[config.mk]
export PLATFORM = sky130hd
export DESIGN_NAME = dcsma_ram
export DESIGN_NICKNAME = d
export VERILOG_FILES = /design/src/sv/assert_macros.svh /design/src/sv/dcsma_ram.sv
export SDC_FILE = /design/constraint.sdc
export NUM_CORES = 1
export LEC_CHECK = 0
export ABC_CLOCK_PERIOD_IN_PS = 2400
export BUFFER_PORTS_ARGS = -buffer_cell sky130_fd_sc_hd__buf_2
export CORE_MARGIN = 2
export CORE_UTILIZATION = 40
export CTS_CLUSTER_SIZE = 20
export DETAILED_ROUTE_END_ITERATION = 16
export SLEW_MARGIN = 0
export SYNTH_ARGS = -nofsm -noshare
export SYNTH_HDL_FRONTEND = slang
export SYNTH_SLANG_ARGS = --single-unit
[constraint.sdc]
create_clock -name i_clk -period 2.4 [get_ports i_clk]
set_input_delay 0.6 -clock i_clk [delete_from_list [all_inputs] [get_ports i_clk]]
set_output_delay 0.6 -clock i_clk [all_outputs]
set_load 0.01 [all_outputs]
[src/sv/assert_macros.svh]
// Assertion macros used by the top-level RTL file of the current-sense averager.
// No dependencies; included by files that carry concurrent assertions.
`ifndef ASSERT_MACROS_SVH
`define ASSERT_MACROS_SVH

// Same-cycle implication, checked outside reset.
`define ASSERT_IMPL(lbl, clk, rst_n, ante, cons) \
    lbl: assert property (@(posedge clk) disable iff (!rst_n) (ante) |-> (cons)) \
        else $error("assertion failed");

// Next-cycle implication, checked outside reset.
`define ASSERT_NEXT(lbl, clk, rst_n, ante, cons) \
    lbl: assert property (@(posedge clk) disable iff (!rst_n) (ante) |=> (cons)) \
        else $error("assertion failed");

`endif

[src/sv/dcsma_ram.sv]
// Generic single-port-write, registered-read RAM.
// No dependencies.
`timescale 1ns / 1ps
`default_nettype none

module dcsma_ram #(
    parameter int WIDTH = 8,
    parameter int DEPTH = 16
) (
    input  wire logic                     i_clk,
    input  wire logic                     i_we,
    input  wire logic [$clog2(DEPTH)-1:0] i_waddr,
    input  wire logic [WIDTH-1:0]         i_wdata,
    input  wire logic [$clog2(DEPTH)-1:0] i_raddr,
    output logic      [WIDTH-1:0]         o_rdata
);

    logic [WIDTH-1:0] r_mem [DEPTH];
    logic [WIDTH-1:0] r_rdata;

    always_ff @(posedge i_clk) begin
        if (i_we) begin
            r_mem[i_waddr] <= i_wdata;
        end
        r_rdata <= r_mem[i_raddr];
    end

    assign o_rdata = r_rdata;

endmodule

`default_nettype wire

==> metrics.txt, run 1 <==
status completed; Reg clk slew, reported paths 0.05 ns; peak supply drop 0.0005003 V; Die W 117.4 um; Yosys reg bits 136; Initial DRC Count 247; Cells after DPL 438; vias per cell 5.038; GRT overflow 0; Power per Cell Area 877.5 nW/um^2; die area 13790 um^2; Detailed Route WL 9.535 mm; main area contributors after synthesis edfxtp_1, mux4_2, mux4_1, dfxtp_1, a22oi_1; Top Metal Used met4; cells along the critical path buf_2 -> buf_12 -> mux4_1 -> a22oi_1 -> nand2_1; post-route ant nets 0; CP max stage cell mux4_1; Setup Fix Bufs, Post-CTS 0; startpoint types input pin; CP Buf/Inv Count 2; Avg Inst Size Synth 22.48 um^2; FF/Latch Area 4004 um^2; critical path type input pin to flop; floorplan row count 41; hold crit path type input pin to flop; skew final 0.005299 ns; CTS buffer count 17; layout cells sized above 1 0.3020; multi-input logic area 1057 um^2; fill cell total of the finished layout 1009; period utilization 0.6781; max incr delay on CP 0.57 ns; Hold-fix buffers, CTS 0; Post-Route Setup TNS 0 ns; GR Util All Layers 0.1496; Slew @ Worst Pin 0.6326 ns; Max Cap Viol 0; min-delay src i_wdata[5]; Top FF cell, synth edfxtp_1; routed wl met3 268 um; initial antenna violation count 0; synth cell count leaders edfxtp_1, mux4_2, a22oi_1, mux4_1, nor2_1; # port buffers 25; hold depth 1; reg2reg end o_rdata[0]; Async SR Flop Fraction 0; vias in the first global route 2503; fmax 0.6144 GHz; wire length on met2 4.730 mm; Seq/Total Area, Yosys 0.7778; worst-skew pair later-pin latency 0.40 ns; Max clock buf depth 2; routed vias 2368; RSZ-0062 raised after global routing no; clock network fraction of total power 0.460; distinct cell type count of the synthesized netlist 19; clock root buffer clkbuf_16; Core Box Area 12570 um^2; min Tclk post-route 1.628 ns; Worst R2R Setup Slack 1.00 ns; CP max FO 16; Chip Height 117.4 um; depth of the CTS H-tree 4; reg2reg start r_mem[0][0]; Static Leakage 2.093 nW; area delta synth->final 19.74%; sequential power share 0.494; Final Max Slew Viols 0; Setup-failing EPs final 0; post-DR wirelength/cell 20.29 um; Levels on crit path 5; switching fraction of total power 0.1891; Gate power share 0.047; # diodes 0; final routed DRC violation total 0; Clock Sink Count 136; sw power 1.023 mW; initial core utilization 0.4096; Post-Layout Cell Count 470; Syn Nets 247; CTS tree done; WP data arrival 1.92 ns; first-pass GRT wire length 15.00 mm; Worst Path Required 2.69 ns; cells on worst reg2reg path 3; CP endpoint kind flop; CP top delay family multiplexers; GPL Wtd Cong 0.7238; Yosys top cell by area edfxtp_1; Pint 4.385 mW; YS warnings 0; Ports 26; Post-Synthesis Cells 229; count leader, synth edfxtp_1; Final HPWL DP 6.182 mm; fin nets 303; Final Hold Vio Count 0; largest net degree at the start of global routing 17; CTS resizes 0; Cell Area, Synth 5147 um^2; Post-synth EDFFs 128; drt pass-1 iters 4; hold path endpoint r_mem[7][5]; slew margin rel. 0.5767; Synth top area share 0.7467; WL met1 4.419 mm
-- layout by cell type, fill, tap and decap left out, drive strengths merged --
cell,count
edfxtp,128
and2b,1
buf,47
nand3,1
and2,1
nor2,13
a22oi,16
dfxtp,8
nor2b,1
nor3,4
or3b,1
clkinvlp,1
clkinv,6
nand2,9
bufinv,3
clkbuf,22
nand2b,2
mux4,32
nand3b,2
-- routing by layer --
layer / track usage / vias up
met5: 0 / -
met4: 0.05422 / 0
met3: 0.04426 / 11
met1: 0.1969 / 1221
li1: - / 1091
met2: 0.2376 / 45
-- how the worst max path moves through the flow --
stage / startpoint / endpoint / slack (ns)
floorplan: i_waddr[2] / r_mem[0][0] / 0.31
global placement: i_raddr[0] / o_rdata[1] / 0.38
detailed placement: i_raddr[0] / o_rdata[3] / 0.38
CTS: i_raddr[0] / o_rdata[3] / 0.81
global route: i_raddr[0] / o_rdata[2] / 0.76
finish: i_raddr[0] / o_rdata[0] / 0.77
-- stage by stage --
step                power [mW]  hold slack (ns)  area (um^2)  setup slack [ns]  utilization
CTS                      5.454           0.5795         6163            0.8053       0.4904
detailed placement       2.976           0.6617         5592            0.3795       0.4449
global placement         2.968           0.6506         5592            0.3792       0.4449
floorplan                2.858           0.6293         5147            0.3071            -
global route             5.592           0.5872         6163            0.7596       0.4904
finish                   5.408           0.5841         6163            0.7724       0.4904
-- worst register-to-register path, delay by kind of cell, from the launching register on --
family	cells	cell delay [ns]
compound gates	1	0.33
flops	1	0.37
mux	1	0.51
simple gates	1	0.09
-- logic make-up after synthesis --
logic type      share of synthesized area
simple gates                      0.03184
flops                              0.7778
mux                                0.1502
compound gates                    0.02334
buf+inv                           0.01677
-- layout make-up --
cell class	instances	area share
multi-input combinational	83	0.1715
clock buffer	22	0.07207
clock inverter	10	0.02071
sequential	136	0.6496
timing repair buffer	47	0.05116
tap	172	0.03492
-- state kept, by name, indices dropped and copies added (netlist names) --
name / flops
r_mem: 128
o_rdata: 8
-- power by group through the flow --
stage	Sequential [mW]	Clock, mW	Combinational, mW
5_1_grt	2.67	2.64	0.274
6_report	2.67	2.49	0.252
3_5_place_dp	2.72	0	0.257
2_1_floorplan	2.72	0	0.135
4_1_cts	2.67	2.53	0.258
3_3_place_gp	2.72	0	0.252
Note: power is estimated with default switching activity, not from simulation.
==> inputs of run 2 (changes only) <==
--- a/config.mk
+++ b/config.mk
@@ -5,7 +5,7 @@
 export SDC_FILE = /design/constraint.sdc
 export NUM_CORES = 1
 export LEC_CHECK = 0
-export ABC_CLOCK_PERIOD_IN_PS = 2400
+export ABC_CLOCK_PERIOD_IN_PS = 1600
 export BUFFER_PORTS_ARGS = -buffer_cell sky130_fd_sc_hd__buf_2
 export CORE_MARGIN = 2
 export CORE_UTILIZATION = 40
==> constraint.sdc (replaced) <==
create_clock -name i_clk -period 1.6 [get_ports i_clk]
set_input_delay 0.4 -clock i_clk [delete_from_list [all_inputs] [get_ports i_clk]]
set_output_delay 0.4 -clock i_clk [all_outputs]
set_load 0.01 [all_outputs]
==> metrics.txt, run 2 (synthesis results as in run 1) <==
CP top delay family multiplexers; CP endpoint kind flop; DP Worst Slack -0.2276 ns (-0.6071 ns); Die W 117.4 um (unchanged); Max clock buf depth 2 (unchanged); Slew @ Worst Pin 0.7474 ns (+0.1149 ns); CTS resizes 0 (unchanged); worst-skew pair later-pin latency 0.40 ns (about the same); startpoint types input pin; vias per cell 5.118 (+1.6%); drt pass-1 iters 4 (unchanged); floorplan row count 41 (unchanged); fill cell total of the finished layout 1011 (+0.20%); slew margin rel. 0.5007 (-0.07605); Hold-fix buffers, CTS 0 (unchanged); initial antenna violation count 0 (unchanged); fmax 0.7091 GHz; skew final 0.005311 ns (+0.00001196 ns); area delta synth->final 20.93%; layout cells sized above 1 0.3179 (+0.01587); Detailed Route WL 9.741 mm (+2.2%); Post-Layout Cell Count 474 (+0.85%); hold crit path type input pin to flop; peak supply drop 0.0006931 V (+39%); Static Leakage 2.126 nW (+1.6%); first-pass GRT wire length 15.29 mm (+1.9%); Util after Layout 0.4953 (+0.004878); largest net degree at the start of global routing 26 (+9); Chip Height 117.4 um (unchanged); CTS tree done; Setup Fix Bufs, Post-CTS 0 (unchanged); fin nets 307 (+1.3%); cells along the critical path buf_2 -> buf_12 -> mux4_1 -> a22oi_1 -> nand2_1; post-route ant nets 0 (unchanged); period utilization 0.8814; routed vias 2426 (+2.4%); Initial DRC Count 332 (+34%); Final HPWL DP 6.479 mm (+4.8%); CTS buffer count 17 (unchanged); Top reg by flops r_mem; Final Max Slew Viols 0 (unchanged); GR Util All Layers 0.1547 (+0.005193); CP max FO 18 (+2); clock root buffer clkbuf_16; vias in the first global route 2581 (+3.1%); max reg flops 128 (unchanged); commonest non-fill, non-tap cell in the layout edfxtp_1; die area 13790 um^2 (unchanged); # diodes 0 (unchanged); CP max stage cell mux4_1; Reg clk slew, reported paths 0.05 ns (about the same); Final Hold Vio Count 0 (unchanged); Clock Sink Count 136 (unchanged); Power per Cell Area 1308 nW/um^2 (+49%); RSZ-0062 raised after global routing no; # port buffers 25 (unchanged); GPL Wtd Cong 0.7662 (+5.9%); depth of the CTS H-tree 4 (unchanged); max incr delay on CP 0.56 ns (about the same); Cells after DPL 442 (+0.91%); CP Buf/Inv Count 2 (unchanged); reg2reg start r_mem[1][5]; final routed DRC violation total 0 (unchanged); Worst Setup SP i_raddr[0]; initial core utilization 0.4096 (unchanged); Ports 26 (unchanged); critical path type input pin to flop; Max Cap Viol 0 (unchanged); commonest non-fill, non-tap cells in the layout edfxtp_1, buf_2, buf_4; status completed; post-DR wirelength/cell 20.55 um (+1.3%); Core Box Area 12570 um^2 (unchanged); Final WS setup 0.1897 ns (-0.5827 ns); WP data arrival 1.70 ns (-0.22 ns); Setup-failing EPs final 0 (unchanged); min-delay src i_wdata[7]; GRT overflow 0 (unchanged); min Tclk post-route 1.410 ns; Worst Path Required 1.89 ns (-0.80 ns)
==> run 2: layer usage <==
metal	part of all wire	track usage	vias up
met3	0.040	0.03502	8
met5	0	0	-
met1	0.45	0.2054	1271
met4	0.012	0.07455	0
li1	-	-	1092
met2	0.50	0.2434	55
==> run 2: final timing paths <==
kind,to,slack (ns),cells past startpoint
worst min register to register,o_rdata[2],0.66,3
worst min-delay path,r_mem[5][7],0.38,1
worst max-delay path,o_rdata[5],0.19,5
worst max register to register,o_rdata[5],0.24,3
==> run 2: final cells by class <==
class                           instances  area, um^2  share of cell area
Clock buffer                           23       447.9             0.07196
Clock inverter                          9       125.1             0.02010
Multi-Input combinational cell         83        1062              0.1707
Sequential cell                       136        4004              0.6432
Tap cell                              172       215.2             0.03457
Timing Repair Buffer                   51       370.4             0.05950
==> run 2: report_power, final <==
part / switching (mW) / internal [mW] / leakage (nW) / total, mW
Sequential: 0.0237 / 3.99 / 1.22 / 4.01
Clock: 1.30 / 2.44 / 0.277 / 3.74
Combinational: 0.215 / 0.175 / 0.626 / 0.390
==> run 2: stage by stage <==
| stage | hold slack [ns] | cell area (um^2) | power (mW) | TNS [ns] |
|---|---|---|---|---|
| finish | 0.3802 | 6225 | 8.140 | 0 |
| floorplan | 0.4989 | 5152 | 4.288 | -1.983 |
| global route | 0.3792 | 6225 | 8.415 | 0 |
| detailed placement | 0.6570 | 5652 | 4.481 | -3.959 |
| CTS | 0.3695 | 6225 | 8.223 | 0 |
| global placement | 0.6623 | 5652 | 4.471 | -3.294 |
==> inputs of run 3 (changes only) <==
--- a/config.mk
+++ b/config.mk
@@ -11,6 +11,7 @@
 export CORE_UTILIZATION = 40
 export CTS_CLUSTER_SIZE = 20
 export DETAILED_ROUTE_END_ITERATION = 16
+export MAX_ROUTING_LAYER = met4
 export SLEW_MARGIN = 0
 export SYNTH_ARGS = -nofsm -noshare
 export SYNTH_HDL_FRONTEND = slang
==> metrics.txt, run 3 (synthesis results as in run 1) <==
# port buffers 25 (unchanged); hold crit path type input pin to flop; GR Util All Layers 0.1594 (+0.004613); Setup Fix Bufs, Post-CTS 0 (unchanged); sw power 1.551 mW (+0.49%); fin nets 307 (unchanged); critical path type input pin to flop; fill cell total of the finished layout 1011 (unchanged); WP data arrival 1.70 ns (about the same); Final HPWL DP 6.479 mm (unchanged); Detailed Route WL 9.760 mm (+0.20%); floorplan row count 41 (unchanged); worst-skew pair later-pin latency 0.41 ns (about the same); FF/Latch Area 4004 um^2 (unchanged); Initial DRC Count 350 (+5.4%); depth of the CTS H-tree 4 (unchanged); post-DR wirelength/cell 20.59 um (+0.20%); Reg clk slew, reported paths 0.05 ns (about the same); Top reg by flops r_mem; fmax 0.7115 GHz (+0.35%); RSZ-0062 raised after global routing no; Final Hold Vio Count 0 (unchanged); CTS buffer count 17 (unchanged); CP max FO 18 (unchanged); Ports 26 (unchanged); Max clock buf depth 2 (unchanged); # diodes 0 (unchanged); Slew @ Worst Pin 0.7585 ns (+0.01109 ns); Pint 6.596 mW (about the same); clock root buffer clkbuf_16; Final WS setup 0.1946 ns (+0.004864 ns); skew final 0.005322 ns (+0.00001110 ns); Core Box Area 12570 um^2 (unchanged); CTS resizes 0 (unchanged); commonest non-fill, non-tap cell in the layout edfxtp_1; Hold-fix buffers, CTS 0 (unchanged); Worst Path Required 1.89 ns (about the same); switching fraction of total power 0.1904 (+0.0007630); status completed; Static Leakage 2.126 nW (unchanged); Cells after DPL 442 (unchanged); max reg flops 128 (unchanged); peak supply drop 0.0006995 V (+0.92%); Die W 117.4 um (unchanged); final routed DRC violation total 0 (unchanged); clock network fraction of total power 0.460 (about the same); slew margin rel. 0.4933 (-0.007410); Final Max Slew Viols 0 (unchanged); initial antenna violation count 0 (unchanged); area delta synth->final 20.93% (unchanged); die area 13790 um^2 (unchanged); vias per cell 5.124 (+0.12%); Chip Height 117.4 um (unchanged); Max Cap Viol 0 (unchanged); GRT overflow 0 (unchanged); post-route ant nets 0 (unchanged); initial core utilization 0.4096 (unchanged); min Tclk post-route 1.405 ns (-0.004864 ns); startpoint types input pin; sequential power share 0.492 (about the same); Post-Layout Cell Count 474 (unchanged); multi-input logic area 1062 um^2 (unchanged); CTS tree done; period utilization 0.8784 (-0.003040); Clock Sink Count 136 (unchanged); layout cells sized above 1 0.3179 (unchanged); routed vias 2429 (+0.12%); commonest non-fill, non-tap cells in the layout edfxtp_1, buf_2, buf_4; Power per Cell Area 1309 nW/um^2 (about the same); DP Worst Slack -0.2276 ns (unchanged); drt pass-1 iters 4 (unchanged); Gate power share 0.048 (about the same); CP endpoint kind flop; Setup-failing EPs final 0 (unchanged); first-pass GRT wire length 15.29 mm (unchanged); largest net degree at the start of global routing 26 (unchanged); vias in the first global route 2585 (+0.15%); GPL Wtd Cong 0.7764 (+1.3%)
run 3: cell counts in the layout (fill, tap and decap cells not counted):
Identical to the previous run, type by type.
run 3: final timing paths:
kind	end	slack, ns	depth (start not counted)	start
setup / recovery	o_rdata[2]	0.19	5	i_raddr[0]
hold / removal	r_mem[1][3]	0.37	1	i_wdata[3]
setup reg to reg	o_rdata[5]	0.24	3	r_mem[1][5]
hold reg to reg	o_rdata[2]	0.66	3	r_mem[15][2]
run 3: critical path: stages:
cell     delay [ns]
buf_2          0.14
buf_12         0.19
mux4_1         0.62
a22oi_1        0.25
nand2_1        0.08
run 3: metrics by stage:
stage	TNS (ns)	power (mW)	util	hold slack (ns)	area (um^2)
floorplan	-1.983	4.288	-	0.4989	5152
global placement	-3.294	4.471	0.4497	0.6623	5652
detailed placement	-3.959	4.481	0.4497	0.6570	5652
CTS	0	8.223	0.4953	0.3695	6225
global route	0	8.415	0.4953	0.3792	6225
finish	0	8.147	0.4953	0.3748	6225
run 3: power groups by stage:
stage                     clock network (mW)  logic, mW  registers, mW
after global placement                     0      0.393           4.08
final                                   3.75      0.390           4.01
after floorplan                            0      0.202           4.09
after detailed placement                   0      0.399           4.08
after global routing                    3.97      0.429           4.01
after CTS                               3.81      0.400           4.01
run 3: final cells by class:
type,instances,share of cell area
sequential,136,0.6432
multi-input combinational,83,0.1707
clock buffer,23,0.07196
timing repair buffer,51,0.05950
tap,172,0.03457
clock inverter,9,0.02010
run 3: metal layers:
metal  global-route usage  vias up  routed length, um
li1                     -     1091                  -
met1               0.2061     1260               4295
met2               0.2431       67               4852
met3              0.03453       11                469
met4              0.07455        0                142
met5                    -        -                  0
