--- src/sv/assert_macros.svh ---
// Assertion macros used by the top-level RTL file of the current-sense averager.
// No dependencies; included by files that carry concurrent assertions.
`ifndef ASSERT_MACROS_SVH
`define ASSERT_MACROS_SVH

// Same-cycle implication, checked outside reset.
`define ASSERT_IMPL(lbl, clk, rst_n, ante, cons) \
    lbl: assert property (@(posedge clk) disable iff (!rst_n) (ante) |-> (cons)) \
        else $error("assertion failed");

// Next-cycle implication, checked outside reset.
`define ASSERT_NEXT(lbl, clk, rst_n, ante, cons) \
    lbl: assert property (@(posedge clk) disable iff (!rst_n) (ante) |=> (cons)) \
        else $error("assertion failed");

`endif

--- src/sv/dcsma_pkg.sv ---
// Package of the dual current-sense moving average: widths, register codes,
// divider constants and the divider status type. No dependencies.
`timescale 1ns / 1ps
`default_nettype none

package dcsma_pkg;

    localparam int WIN_LOG2     = 4;
    localparam int WINDOW_DEPTH = 1 << WIN_LOG2;
    localparam int SAMPLE_W     = 12;
    localparam int SUM_W        = SAMPLE_W + WIN_LOG2;

    localparam int STEP_W    = 18;
    localparam int HALF_W    = 23;
    localparam int GAIN_W    = 24;
    localparam int CFG_W     = 24;
    localparam int CFG_IDX_W = 2;

    localparam logic [CFG_IDX_W-1:0] CFG_STEP = 2'd0;
    localparam logic [CFG_IDX_W-1:0] CFG_HALF = 2'd1;
    localparam logic [CFG_IDX_W-1:0] CFG_GAIN = 2'd2;

    localparam logic [STEP_W-1:0] STEP_RST = 18'd206250;
    localparam logic [HALF_W-1:0] HALF_RST = 23'd1650000;
    localparam logic [GAIN_W-1:0] GAIN_RST = 24'd936229;

    localparam int VOLT_W     = 22;
    localparam int CUR_W      = 31;
    localparam int PWR_W      = 34;
    localparam int VOLT_SHIFT = 8 + WIN_LOG2;
    localparam int CUR_FRAC   = 16;
    localparam int DIFF_W     = HALF_W + 1;

    localparam int MX_W   = 25;
    localparam int MY_W   = 32;
    localparam int PROD_W = MX_W + MY_W;

    // Power is divided by 2000000 (mean) or 1000000 (channel B): a shift by
    // 7 or 6 bits followed by a long division by 15625.
    localparam int          DIV_IN_W   = 46;
    localparam int          QUO_W      = 33;
    localparam int          REM_W      = 14;
    localparam int unsigned DIV_K      = 15625;
    localparam int          MEAN_SHIFT = 7;
    localparam int          PB_SHIFT   = 6;

    localparam int IN_DATA_W  = 2 * SAMPLE_W;
    localparam int OUT_FLD_W  = 2 * VOLT_W + 2 * CUR_W + 2 * PWR_W;
    localparam int OUT_DATA_W = ((OUT_FLD_W + 7) / 8) * 8;
    localparam int OUT_PAD_W  = OUT_DATA_W - OUT_FLD_W;

    typedef struct packed {
        logic             busy;
        logic [QUO_W-1:0] quo;
    } t_div_stat;

endpackage

`default_nettype wire

--- src/sv/dcsma_div.sv ---
// Divider of a magnitude by the constant 15625, sixteen quotient bits at a time.
// Each digit takes a reciprocal multiply, then a remainder update.
// Depends on dcsma_pkg.
`timescale 1ns / 1ps
`default_nettype none

module dcsma_div import dcsma_pkg::*; (
    input  wire logic                i_clk,
    input  wire logic                i_rst_n,
    input  wire logic                i_start,
    input  wire logic [DIV_IN_W-1:0] i_mag,
    output t_div_stat                o_stat
);

    localparam int                DIG_W  = 16;
    localparam int                DIGITS = 3;
    localparam int                SRC_W  = DIGITS * DIG_W;
    localparam int                PART_W = REM_W + DIG_W;
    localparam int                RCP_W  = 31;
    localparam int                EST_W  = PART_W + RCP_W;
    localparam int                RCP_SH = PART_W + REM_W;
    localparam int                CNT_W  = 2;
    localparam logic [RCP_W-1:0]  RECIP  = 31'd1125899907;
    localparam logic [REM_W-1:0]  K_DIV  = REM_W'(DIV_K);

    logic              r_busy;
    logic              r_phase;
    logic [CNT_W-1:0]  r_cnt;
    logic [REM_W-1:0]  r_rem;
    logic [SRC_W-1:0]  r_src;
    logic [QUO_W-1:0]  r_quo;
    logic [PART_W-1:0] r_part;
    logic [DIG_W-1:0]  r_dig;
    logic [PART_W-1:0] part;
    logic [EST_W-1:0]  est;
    logic [PART_W-1:0] back;
    logic [PART_W-1:0] left;

    // The reciprocal is exact for every partial dividend below 2^30.
    assign part = {r_rem, r_src[SRC_W-1 -: DIG_W]};
    assign est  = {{RCP_W{1'b0}}, part} * {{PART_W{1'b0}}, RECIP};
    assign back = {{REM_W{1'b0}}, r_dig} * {{DIG_W{1'b0}}, K_DIV};
    assign left = r_part - back;

    always_ff @(posedge i_clk) begin
        if (!i_rst_n) begin
            r_busy  <= 1'b0;
            r_phase <= 1'b0;
            r_cnt   <= '0;
        end else if (i_start) begin
            r_busy  <= 1'b1;
            r_phase <= 1'b0;
            r_cnt   <= CNT_W'(DIGITS);
        end else if (r_busy) begin
            r_phase <= !r_phase;
            if (r_phase) begin
                r_cnt <= r_cnt - CNT_W'(1);
                if (r_cnt == CNT_W'(1)) begin
                    r_busy <= 1'b0;
                end
            end
        end
    end

    always_ff @(posedge i_clk) begin
        if (i_start) begin
            r_rem <= '0;
            r_src <= SRC_W'(i_mag);
            r_quo <= '0;
        end else if (r_busy) begin
            if (!r_phase) begin
                r_part <= part;
                r_dig  <= est[RCP_SH +: DIG_W];
            end else begin
                r_rem <= left[REM_W-1:0];
                r_src <= {r_src[SRC_W-DIG_W-1:0], {DIG_W{1'b0}}};
                r_quo <= {r_quo[QUO_W-DIG_W-1:0], r_dig};
            end
        end
    end

    assign o_stat.busy = r_busy;
    assign o_stat.quo  = r_quo;

endmodule

`default_nettype wire

--- config.mk ---
export PLATFORM = sky130hd
export DESIGN_NAME = dcsma_div
export DESIGN_NICKNAME = d
export VERILOG_FILES = /design/src/sv/assert_macros.svh /design/src/sv/dcsma_pkg.sv /design/src/sv/dcsma_div.sv
export SDC_FILE = /design/constraint.sdc
export NUM_CORES = 1
export LEC_CHECK = 0
export BUFFER_PORTS_ARGS = -buffer_cell sky130_fd_sc_hd__buf_2
export CAP_MARGIN = 20
export CORE_ASPECT_RATIO = 1.4
export CORE_MARGIN = 10
export CORE_UTILIZATION = 41
export CTS_BUF_LIST = sky130_fd_sc_hd__clkbuf_4 sky130_fd_sc_hd__clkbuf_8
export DETAILED_ROUTE_END_ITERATION = 8
export SYNTH_ARGS = -nofsm -noshare
export SYNTH_HDL_FRONTEND = slang
export SYNTH_SLANG_ARGS = --single-unit
--- constraint.sdc ---
create_clock -name i_clk -period 8.9 [get_ports i_clk]
set_input_delay 0.89 -clock i_clk [delete_from_list [all_inputs] [get_ports i_clk]]
set_output_delay 0.89 -clock i_clk [all_outputs]
set_load 0.01 [all_outputs]
==> run metrics, run 1 <==
number of max-cap violations 0; CTS root buffer clkbuf_8; number of filler cells placed in the layout about 4500; start point of the critical path r_src[37]; Yosys warnings 0; site row count 94; CP required 9.14 ns; DIE HEIGHT between 200 and 300 um; number of enable flip-flop cells after synthesis 76; CTS hold repair buffers 0; via count of the first global-routing pass 14400; maximum number of pins on one net before global-route repair 88; remaining number of nets flagged by the antenna check after routing 0; part of the Yosys area used for sequential elements 17.1%; number of synthesized register bits 129; Sink Count 129; I/O pin count 83; Hold Crit Class reg -> reg; drt wl/cell 20.0 um; average vias per placed instance 4.88; maximum clock rate 127 MHz; Critical R2R Launch r_src[37]; DRC marker count from the first detailed-route iteration 440; post-layout minimum cycle time 7.85 ns; number of antenna violations at the first check in global routing 1; share of final-layout standard cells stronger than drive strength 1 roughly 9%; flop-to-flop setup slack 1.05 ns; part of the cycle the worst path needs 88.2%; buffer levels on the longest clock path 2; wire length reported by the detailed router ~51000 um; global-route congestion overflow total 0; final-stage net count 2687; vias after detailed routing 12500; post-cts repair resize count 0; htree depth 4; Worst EP arrival 8.09 ns; hold path startpoint r_quo[26]; placed wire-length estimate 46100 um; type of destination of the critical path register; clk_lat worst skew 0.47 ns; detailed-router iteration count before antenna repair 5; run status finished clean; initial cell density of the core 41.5%; All-Layer GR Usage 18.7%; count of unique library cells instantiated by Yosys 55; largest fanout of any net on the critical path 7; setup repair after global routing missed its margin no; worst clock skew on the final layout between 0.03 and 0.04 ns; Buffers on Ports approximately 80; wire length of the first global-routing pass between 80000 and 90000 um; Core Box Area between 40000 and 50000 um2; type of the setup path with the least slack reg -> reg; average footprint of a synthesized cell 10.7 um2; clock tree from TritonCTS done; post-synthesis async set-or-reset flop share 0%; clock-pin slew reported for the worst setup and hold paths after clock tree synthesis 0.11 ns; post-synthesis instance area 19500 um2; Post-Syn Nets 2599; register cell area after layout 3340 um2; footprint of the multi-input gates 14100 um2; sort of element at the start of the critical path register; setup TNS 0 ns; final number of hold-violating endpoints 0; number of buffers inserted to repair setup after CTS 0; number of clock buffers inserted by TritonCTS 17; count of pins over their slew limit 0; primary flip-flop cell chosen by synthesis mapping edfxtp_1; Final Setup Violations 0; Syn-to-layout area delta 8.11%; area of the die about 57000 um2; horizontal extent of the die around 200 um; Mapped Cells 1829; transition time at the pin with the least slew margin 1.03 ns; weighted congestion at the end of routability-driven global placement 1.01; normalized max-slew margin 31.4%; Residual DRC 0
-- final cells by class --
| cell class | count | area share (%) |
|---|---|---|
| diodes | 1 | 0.0119 |
| clock buffers | 19 | 1.21 |
| clock inverters | 13 | 0.641 |
| inverters | 529 | 9.42 |
| multi-input cells | 1148 | 66.8 |
| flip-flops and latches | 129 | 15.9 |
| well taps | 624 | 3.70 |
| repair buffers | 92 | 2.31 |
-- per-stage QoR --
| step | setup WS [ns] | area, um2 | instances | hold slack, ns | utilization (%) |
|---|---|---|---|---|---|
| after floorplan | 1.86 | 19500 | 1829 | 0.471 | - |
| after global placement | 1.08 | 20700 | 2522 | 0.438 | 44.0 |
| after detailed placement | 1.02 | 20700 | 2522 | 0.444 | 44.0 |
| after CTS | 1.03 | 21100 | 2554 | 0.455 | 44.8 |
| after global routing | 0.650 | 21100 | 2555 | 0.486 | 44.8 |
| final | 1.05 | 21100 | 2555 | 0.451 | 44.8 |
-- synthesized netlist by cell type, types with 7 or more instances --
| cell type | count | share of area [%] |
|---|---|---|
| nor3_1 | 8 | 0.21 |
| or2_2 | 7 | 0.22 |
| nor2_1 | 26 | 0.50 |
| a211oi_1 | 7 | 0.27 |
| nand3_1 | 18 | 0.46 |
| inv_1 | 526 | 10 |
| clkbuf_1 | 15 | 0.29 |
| ha_1 | 393 | 25 |
| fa_1 | 328 | 34 |
| buf_1 | 7 | 0.13 |
| xnor2_1 | 35 | 1.6 |
| nand2_1 | 100 | 1.9 |
| dfxtp_1 | 53 | 5.4 |
| a21oi_1 | 75 | 1.9 |
| mux2_2 | 30 | 1.7 |
| nor2b_1 | 9 | 0.29 |
| and2_1 | 18 | 0.58 |
| xor2_1 | 10 | 0.45 |
| edfxtp_1 | 76 | 12 |
| o21ai_0 | 8 | 0.21 |
| a21o_1 | 14 | 0.54 |
-- cells by family (layout without fill, tap and decap cells) --
kind of cell	count (synthesis)	after routing	synth area share, %
xor+xnor	45	45	2.02
compound gates	143	143	4.57
buf+inv	552	653	10.6
flops	129	129	17.1
mux	30	30	1.73
fa+ha+maj	721	721	58.9
simple gates	209	209	5.03
other cells	0	1	0
-- registers in the layout, summed over array words and instances, names as in the netlist --
signal,flops
r_cnt,2
r_dig,16
r_quo,33
r_src,48
r_rem,14
r_phase,1
r_busy,1
r_part,14
-- cells in the final DEF, fill, tap and decap left out, types with 26 or more instances in the layout --
cell      netlist  routed
nor2_1         26      26
buf_2           0      81
a21oi_1        75      75
xnor2_1        35      35
dfxtp_1        53      53
edfxtp_1       76      76
nand2_1       100      99
fa_1          328     328
mux2_2         30      30
inv_1         526     526
ha_1          393     393
-- worst max-delay path, cell delays in order, from the launching register on --
cell and delay, ns:
edfxtp_1 0.60, inv_1 0.16, fa_1 0.57, inv_1 0.11, fa_1 0.54, inv_1 0.05
fa_1 0.49, fa_1 0.52, inv_1 0.05, fa_1 0.48, fa_1 0.53, fa_1 0.56
inv_1 0.07, fa_1 0.49, inv_1 0.05, ha_1 0.35, nand3_1 0.11, nor3_1 0.45
nand3_1 0.22, a311oi_1 0.29, buf_4 0.21, o41a_1 0.20, a21oi_2 0.09, o21ai_1 0.20
o21ai_1 0.11, xnor2_1 0.13
-- worst paths after layout --
kind,endpoint,cells past startpoint
min reg2reg,r_quo[26],2
min,r_quo[26],2
max reg2reg,r_dig[8],25
max,r_dig[8],25
-- layer usage --
layer / vias to the layer above / global-route usage, % / part of all wire, %
li1: 5883 / - / -
met1: 6275 / 18.9 / 36
met2: 210 / 34.8 / 54
met3: 107 / 1.73 / 2.0
met4: 0 / 13.8 / 8.4
met5: - / 0 / 0
Power of run 1 is not shown: default switching activity piles up to over one toggle a cycle in this logic, so the estimate is an artifact.
==> run 2, diff against run 1 <==
--- a/config.mk
+++ b/config.mk
@@ -12,6 +12,7 @@
 export CORE_UTILIZATION = 41
 export CTS_BUF_LIST = sky130_fd_sc_hd__clkbuf_4 sky130_fd_sc_hd__clkbuf_8
 export DETAILED_ROUTE_END_ITERATION = 8
+export SLEW_MARGIN = 25
 export SYNTH_ARGS = -nofsm -noshare
 export SYNTH_HDL_FRONTEND = slang
 export SYNTH_SLANG_ARGS = --single-unit
==> constraint.sdc (replaced) <==
create_clock -name i_clk -period 8.8 [get_ports i_clk]
set_input_delay 0.88 -clock i_clk [delete_from_list [all_inputs] [get_ports i_clk]]
set_output_delay 0.88 -clock i_clk [all_outputs]
set_load 0.01 [all_outputs]
==> run 2 against run 1 <==
Against the previous run:
- first-iteration DRC count is 7.0% higher
- largest cell class unchanged
- critical path type unchanged
- clock skew fell by 0.014 ns
- design area grew 0.51%
- highest routed layer unchanged
- setup slack worse by 0.081 ns
==> run metrics, run 2 (synthesis gave the netlist of run 1 again) <==
run status finished clean (unchanged); DIE HEIGHT 278 um (unchanged); count of pins over their slew limit 0 (unchanged); number of max-cap violations 0 (unchanged); clock-pin slew reported for the worst setup and hold paths after clock tree synthesis 0.08 ns (was 0.11 ns); worst clock skew on the final layout 0.0209 ns (was 0.0351 ns); htree depth 4 (unchanged); post-cts repair resize count 0 (unchanged); drt wl/cell 20.0 um (about the same); maximum clock rate 128 MHz (was 127 MHz); Core Box Area 47000 um2 (unchanged); CTS hold repair buffers 0 (unchanged); I/O pin count 83 (unchanged); global-route congestion overflow total 0 (unchanged); weighted congestion at the end of routability-driven global placement 1.02 (was 1.01); CP required 9.01 ns (was 9.14 ns); Final Setup Violations 0 (unchanged); Buffers on Ports 82 (unchanged); detailed-router iteration count before antenna repair 4 (was 5); post-layout minimum cycle time 7.83 ns (was 7.85 ns); transition time at the pin with the least slew margin 1.00 ns (was 1.03 ns); Sink Count 129 (unchanged); register cell area after layout 3340 um2 (unchanged); Worst EP arrival 8.04 ns (was 8.09 ns); clk_lat worst skew 0.47 ns (about the same); most common cell after layout, fill and taps aside inv_1 (unchanged); vias after detailed routing 12500 (about the same); setup repair after global routing missed its margin no (unchanged); placed wire-length estimate 46100 um (about the same); slowest cell delay on critical path 0.61 ns (was 0.60 ns); register name with the most flops r_src (unchanged); type of the setup path with the least slack reg -> reg (unchanged); remaining number of nets flagged by the antenna check after routing 0 (unchanged); wire length reported by the detailed router 51200 um (about the same); Residual DRC 0 (unchanged); initial cell density of the core 41.5% (unchanged); number of placed instances with taps included 2524 (was 2522); CTS root buffer clkbuf_8 (unchanged); number of filler cells placed in the layout 4481 (was 4508); number of buffers inserted to repair setup after CTS 0 (unchanged); part of the cycle the worst path needs 89.0% (was 88.2%); Buf+Inv Stages, Crit Path 7 (unchanged); final number of hold-violating endpoints 0 (unchanged); footprint of the multi-input gates 14100 um2 (unchanged); DRC marker count from the first detailed-route iteration 471 (was 440); Largest delay share family, worst path adder cells (unchanged); number of clock buffers inserted by TritonCTS 17 (unchanged); All-Layer GR Usage 18.8% (was 18.7%); Largest register FFs 48 (unchanged); site row count 94 (unchanged); critical path's most frequent cell fa_1 (unchanged); Final Instance Count excl. Fillers 2558 (was 2555); normalized max-slew margin 33.0% (was 31.4%); registers with the highest flip-flop counts r_src x48, r_quo x33, r_dig x16 (unchanged); Syn-to-layout area delta 8.67% (was 8.11%); standard cell with the maximum stage delay on the critical path fa_1 (was edfxtp_1); sort of element at the start of the critical path register (unchanged); setup TNS 0 ns (unchanged); clock tree from TritonCTS done (unchanged); average vias per placed instance 4.91 (was 4.88); maximum number of pins on one net before global-route repair 88 (unchanged); area of the die 56800 um2 (unchanged); type of destination of the critical path register (unchanged); number of antenna violations at the first check in global routing 0 (was 1); fraction of the core area covered by cells at the end of the flow 45.1% (was 44.8%); final-stage net count 2690 (was 2687); via count of the first global-routing pass 14200 (was 14400); buffer levels on the longest clock path 2 (unchanged); horizontal extent of the die 204 um (unchanged); Hold Crit Class reg -> reg (unchanged); largest fanout of any net on the critical path 8 (was 7); wire length of the first global-routing pass 80700 um (was 80100 um); share of final-layout standard cells stronger than drive strength 1 9.11% (was 8.96%); highest-count cells in the layout ignoring fill and taps inv_1, ha_1, fa_1 (unchanged)
==> run 2: metal layers <==
metal	wire length, um	GRT usage (%)
met1	18200	19.3
met2	28100	35.1
met5	0	0
met4	3800	12.4
met3	1170	1.93
==> run 2: worst paths after layout <==
kind	from	end	slack (ns)	depth (start not counted)
worst min register to register	r_quo[25]	r_quo[25]	0.45	2
worst max register to register	r_src[35]	r_dig[8]	0.97	25
worst min-delay path	r_quo[25]	r_quo[25]	0.45	2
worst max-delay path	r_src[35]	r_dig[8]	0.97	25
==> run 2: area by class of cell <==
| class | instances | area share, % |
|---|---|---|
| inverter | 529 | 9.37 |
| timing repair buffer | 95 | 2.47 |
| tap | 624 | 3.68 |
| clock inverter | 12 | 0.974 |
| sequential | 129 | 15.8 |
| antenna | 1 | 0.0118 |
| multi-input combinational | 1148 | 66.5 |
| clock buffer | 20 | 1.21 |
==> run 2: worst reg2reg max path, cell delays in order (launching register included) <==
cell	delay, ns
edfxtp_1	0.57
inv_1	0.12
fa_1	0.61
inv_1	0.11
fa_1	0.54
inv_1	0.05
fa_1	0.48
fa_1	0.53
inv_1	0.06
fa_1	0.48
fa_1	0.51
fa_1	0.54
inv_1	0.06
fa_1	0.48
inv_1	0.05
ha_1	0.35
nand3_1	0.10
nor3_1	0.47
nand3_1	0.26
a311oi_1	0.29
buf_4	0.20
o41a_1	0.22
a21oi_2	0.09
o21ai_1	0.20
o21ai_1	0.11
xnor2_1	0.13
==> run 2: metrics by stage <==
step / setup slack [ns] / area [um2] / hold slack [ns]
2_1_floorplan: 1.76 / 19500 / 0.471
3_3_place_gp: 0.932 / 20700 / 0.438
3_5_place_dp: 0.900 / 20700 / 0.446
4_1_cts: 0.882 / 21200 / 0.457
5_1_grt: 0.568 / 21200 / 0.481
6_report: 0.967 / 21200 / 0.452
Power of run 2 is left out for the same reason.
==> run 3, diff against run 2 <==
==> constraint.sdc (replaced) <==
create_clock -name i_clk -period 7.41 [get_ports i_clk]
set_input_delay 0.741 -clock i_clk [delete_from_list [all_inputs] [get_ports i_clk]]
set_output_delay 0.741 -clock i_clk [all_outputs]
set_load 0.01 [all_outputs]
==> run 3 against run 2 <==
Against the previous run:
- setup slack lost 0.73 ns
- non-clock buffer count grew 47
- die area is the same
- design area grew 1.3%
- critical endpoint is now r_dig[9]
- largest cell class unchanged
- highest routed layer unchanged
==> run metrics, run 3 (synthesis gave the netlist of run 1 again) <==
run status finished clean (unchanged); initial cell density of the core 41.5% (unchanged); weighted congestion at the end of routability-driven global placement 0.977 (was 1.02); share of final-layout standard cells stronger than drive strength 1 11.7% (was 9.11%); drt wl/cell 20.0 um (about the same); number of filler cells placed in the layout 4485 (was 4481); Hold Path Depth 2 (unchanged); number of max-cap violations 0 (unchanged); flop-to-flop setup slack 0.24 ns (was 0.97 ns); DRC marker count from the first detailed-route iteration 440 (was 471); sort of element at the start of the critical path register (unchanged); number of cells on the worst reg-to-reg path 22 (was 25); Syn-to-layout area delta 10.1% (was 8.67%); final number of hold-violating endpoints 0 (unchanged); final-stage net count 2737 (was 2690); horizontal extent of the die 204 um (unchanged); vias after detailed routing 12700 (was 12500); footprint of the multi-input gates 14200 um2 (was 14100 um2); clk_lat worst skew 0.46 ns (was 0.47 ns); Core Box Area 47000 um2 (unchanged); buffer levels on the longest clock path 2 (unchanged); list of cells traversed by the critical path fa_1 > inv_1 > fa_1 > fa_1 > inv_1 > fa_1 > inv_1 > fa_1 > fa_1 > inv_1 > fa_1 > ha_1 > ha_1 > or4_4 > a221oi_4 > a311oi_2 > buf_4 > o41a_1 > a21oi_2 > o21ai_2 > a21oi_2 > xnor2_1; part of the cycle the worst path needs 96.7% (was 89.0%); Residual DRC 0 (unchanged); clock-pin slew reported for the worst setup and hold paths after clock tree synthesis 0.08 ns (about the same); count of pins over their slew limit 0 (unchanged); remaining number of nets flagged by the antenna check after routing 0 (unchanged); WP depth 22 (was 25); most common cell after layout, fill and taps aside inv_1 (unchanged); clock tree from TritonCTS done (unchanged); maximum clock rate 139 MHz (was 128 MHz); standard cell with the maximum stage delay on the critical path fa_1 (unchanged); I/O pin count 83 (unchanged); Sink Count 129 (unchanged); placed wire-length estimate 47100 um (was 46100 um); wire length of the first global-routing pass 80700 um (about the same); Buf+Inv Stages, Crit Path 5 (was 7); r2r endpoint r_dig[9] (was r_dig[8]); Worst EP arrival 7.37 ns (was 8.04 ns); Largest delay share family, worst path adder cells (unchanged); start point of the critical path r_src[38] (was r_src[35]); htree depth 4 (unchanged); type of the setup path with the least slack reg -> reg (unchanged); CP required 7.61 ns (was 9.01 ns); largest fanout of any net on the critical path 6 (was 8); site row count 94 (unchanged); highest-count cells in the layout ignoring fill and taps inv_1, ha_1, fa_1 (unchanged); slowest cell delay on critical path 0.64 ns (was 0.61 ns); global-route congestion overflow total 0 (unchanged); detailed-router iteration count before antenna repair 4 (unchanged); normalized max-slew margin 53.6% (was 33.0%); Buffers on Ports 82 (unchanged); register cell area after layout 3340 um2 (unchanged); area of the die 56800 um2 (unchanged); registers with the highest flip-flop counts r_src x48, r_quo x33, r_dig x16 (unchanged); register name with the most flops r_src (unchanged); critical path's most frequent cell fa_1 (unchanged); Final Setup Violations 0 (unchanged); type of destination of the critical path register (unchanged); fraction of the core area covered by cells at the end of the flow 45.6% (was 45.1%); Hold Crit Class reg -> reg (unchanged); CP endpoint r_dig[9] (was r_dig[8]); All-Layer GR Usage 18.9% (was 18.8%); maximum number of pins on one net before global-route repair 62 (was 88); worst clock skew on the final layout 0.0252 ns (was 0.0209 ns); number of clock buffers inserted by TritonCTS 17 (unchanged); via count of the first global-routing pass 14300 (was 14200); transition time at the pin with the least slew margin 0.696 ns (was 1.00 ns); average vias per placed instance 4.86 (was 4.91); wire length reported by the detailed router 52200 um (was 51200 um); Critical R2R Launch r_src[38] (was r_src[35]); number of antenna violations at the first check in global routing 1 (was 0); post-layout minimum cycle time 7.17 ns (was 7.83 ns); Largest register FFs 48 (unchanged); CTS root buffer clkbuf_8 (unchanged); DIE HEIGHT 278 um (unchanged)
-- run 3: cell count changes in the layout (fill, tap and decap cells not counted), moves of 3 or more --
cell and delta:
buf_4 +48, fa_2 +3, inv_4 +4, bufinv_16 -5, fa_1 -3, inv_6 +3
-- run 3: routing by layer --
| metal | wire length (um) | global-route usage (%) | vias up |
|---|---|---|---|
| met2 | 29200 | 36.2 | 202 |
| met4 | 3470 | 11.2 | 0 |
| met3 | 1070 | 2.02 | 91 |
| met1 | 18500 | 19.2 | 6381 |
| met5 | 0 | 0 | - |
| li1 | - | - | 5993 |
-- run 3: worst min-delay path by stage --
| stage | end | slack (ns) | start |
|---|---|---|---|
| detailed placement | r_quo[24] | 0.45 | r_quo[24] |
| floorplan | r_quo[14] | 0.47 | r_dig[14] |
| finish | r_quo[24] | 0.45 | r_quo[24] |
| CTS | r_quo[22] | 0.46 | r_quo[22] |
| global route | r_quo[32] | 0.48 | r_quo[32] |
| global placement | r_quo[27] | 0.44 | r_quo[27] |
-- run 3: layout make-up --
class | count | area share (%)
Clock buffer | 18 | 1.12
Clock inverter | 14 | 0.472
Sequential cell | 129 | 15.6
Multi-Input combinational cell | 1148 | 65.9
Inverter | 529 | 9.25
Timing Repair Buffer | 142 | 4.02
Antenna cell | 1 | 0.0117
Tap cell | 624 | 3.64
-- run 3: metrics by stage --
stage	worst slack [ns]	instances	TNS, ns	instance area [um2]	hold slack [ns]
after floorplan	0.368	1829	0	19500	0.471
after global placement	0.0760	2568	0	21000	0.438
after detailed placement	0.0528	2568	0	21000	0.445
after CTS	0.0682	2600	0	21400	0.457
after global routing	-0.0293	2605	-0.0524	21500	0.481
final	0.241	2605	0	21500	0.454
-- run 3: worst min-delay path: stages (launching register included) --
cell and delay, ns:
dfxtp_1 0.31, nand2_1 0.05, a21oi_1 0.05
-- run 3: what timing repair did --
action,CTS,global route
setup buffers,0,4
endpoints found under the hold margin,0,0
setup endpoints to repair,0,11
resized for setup,0,12
hold buffers,0,0
Power of run 3 is left out for the same reason.
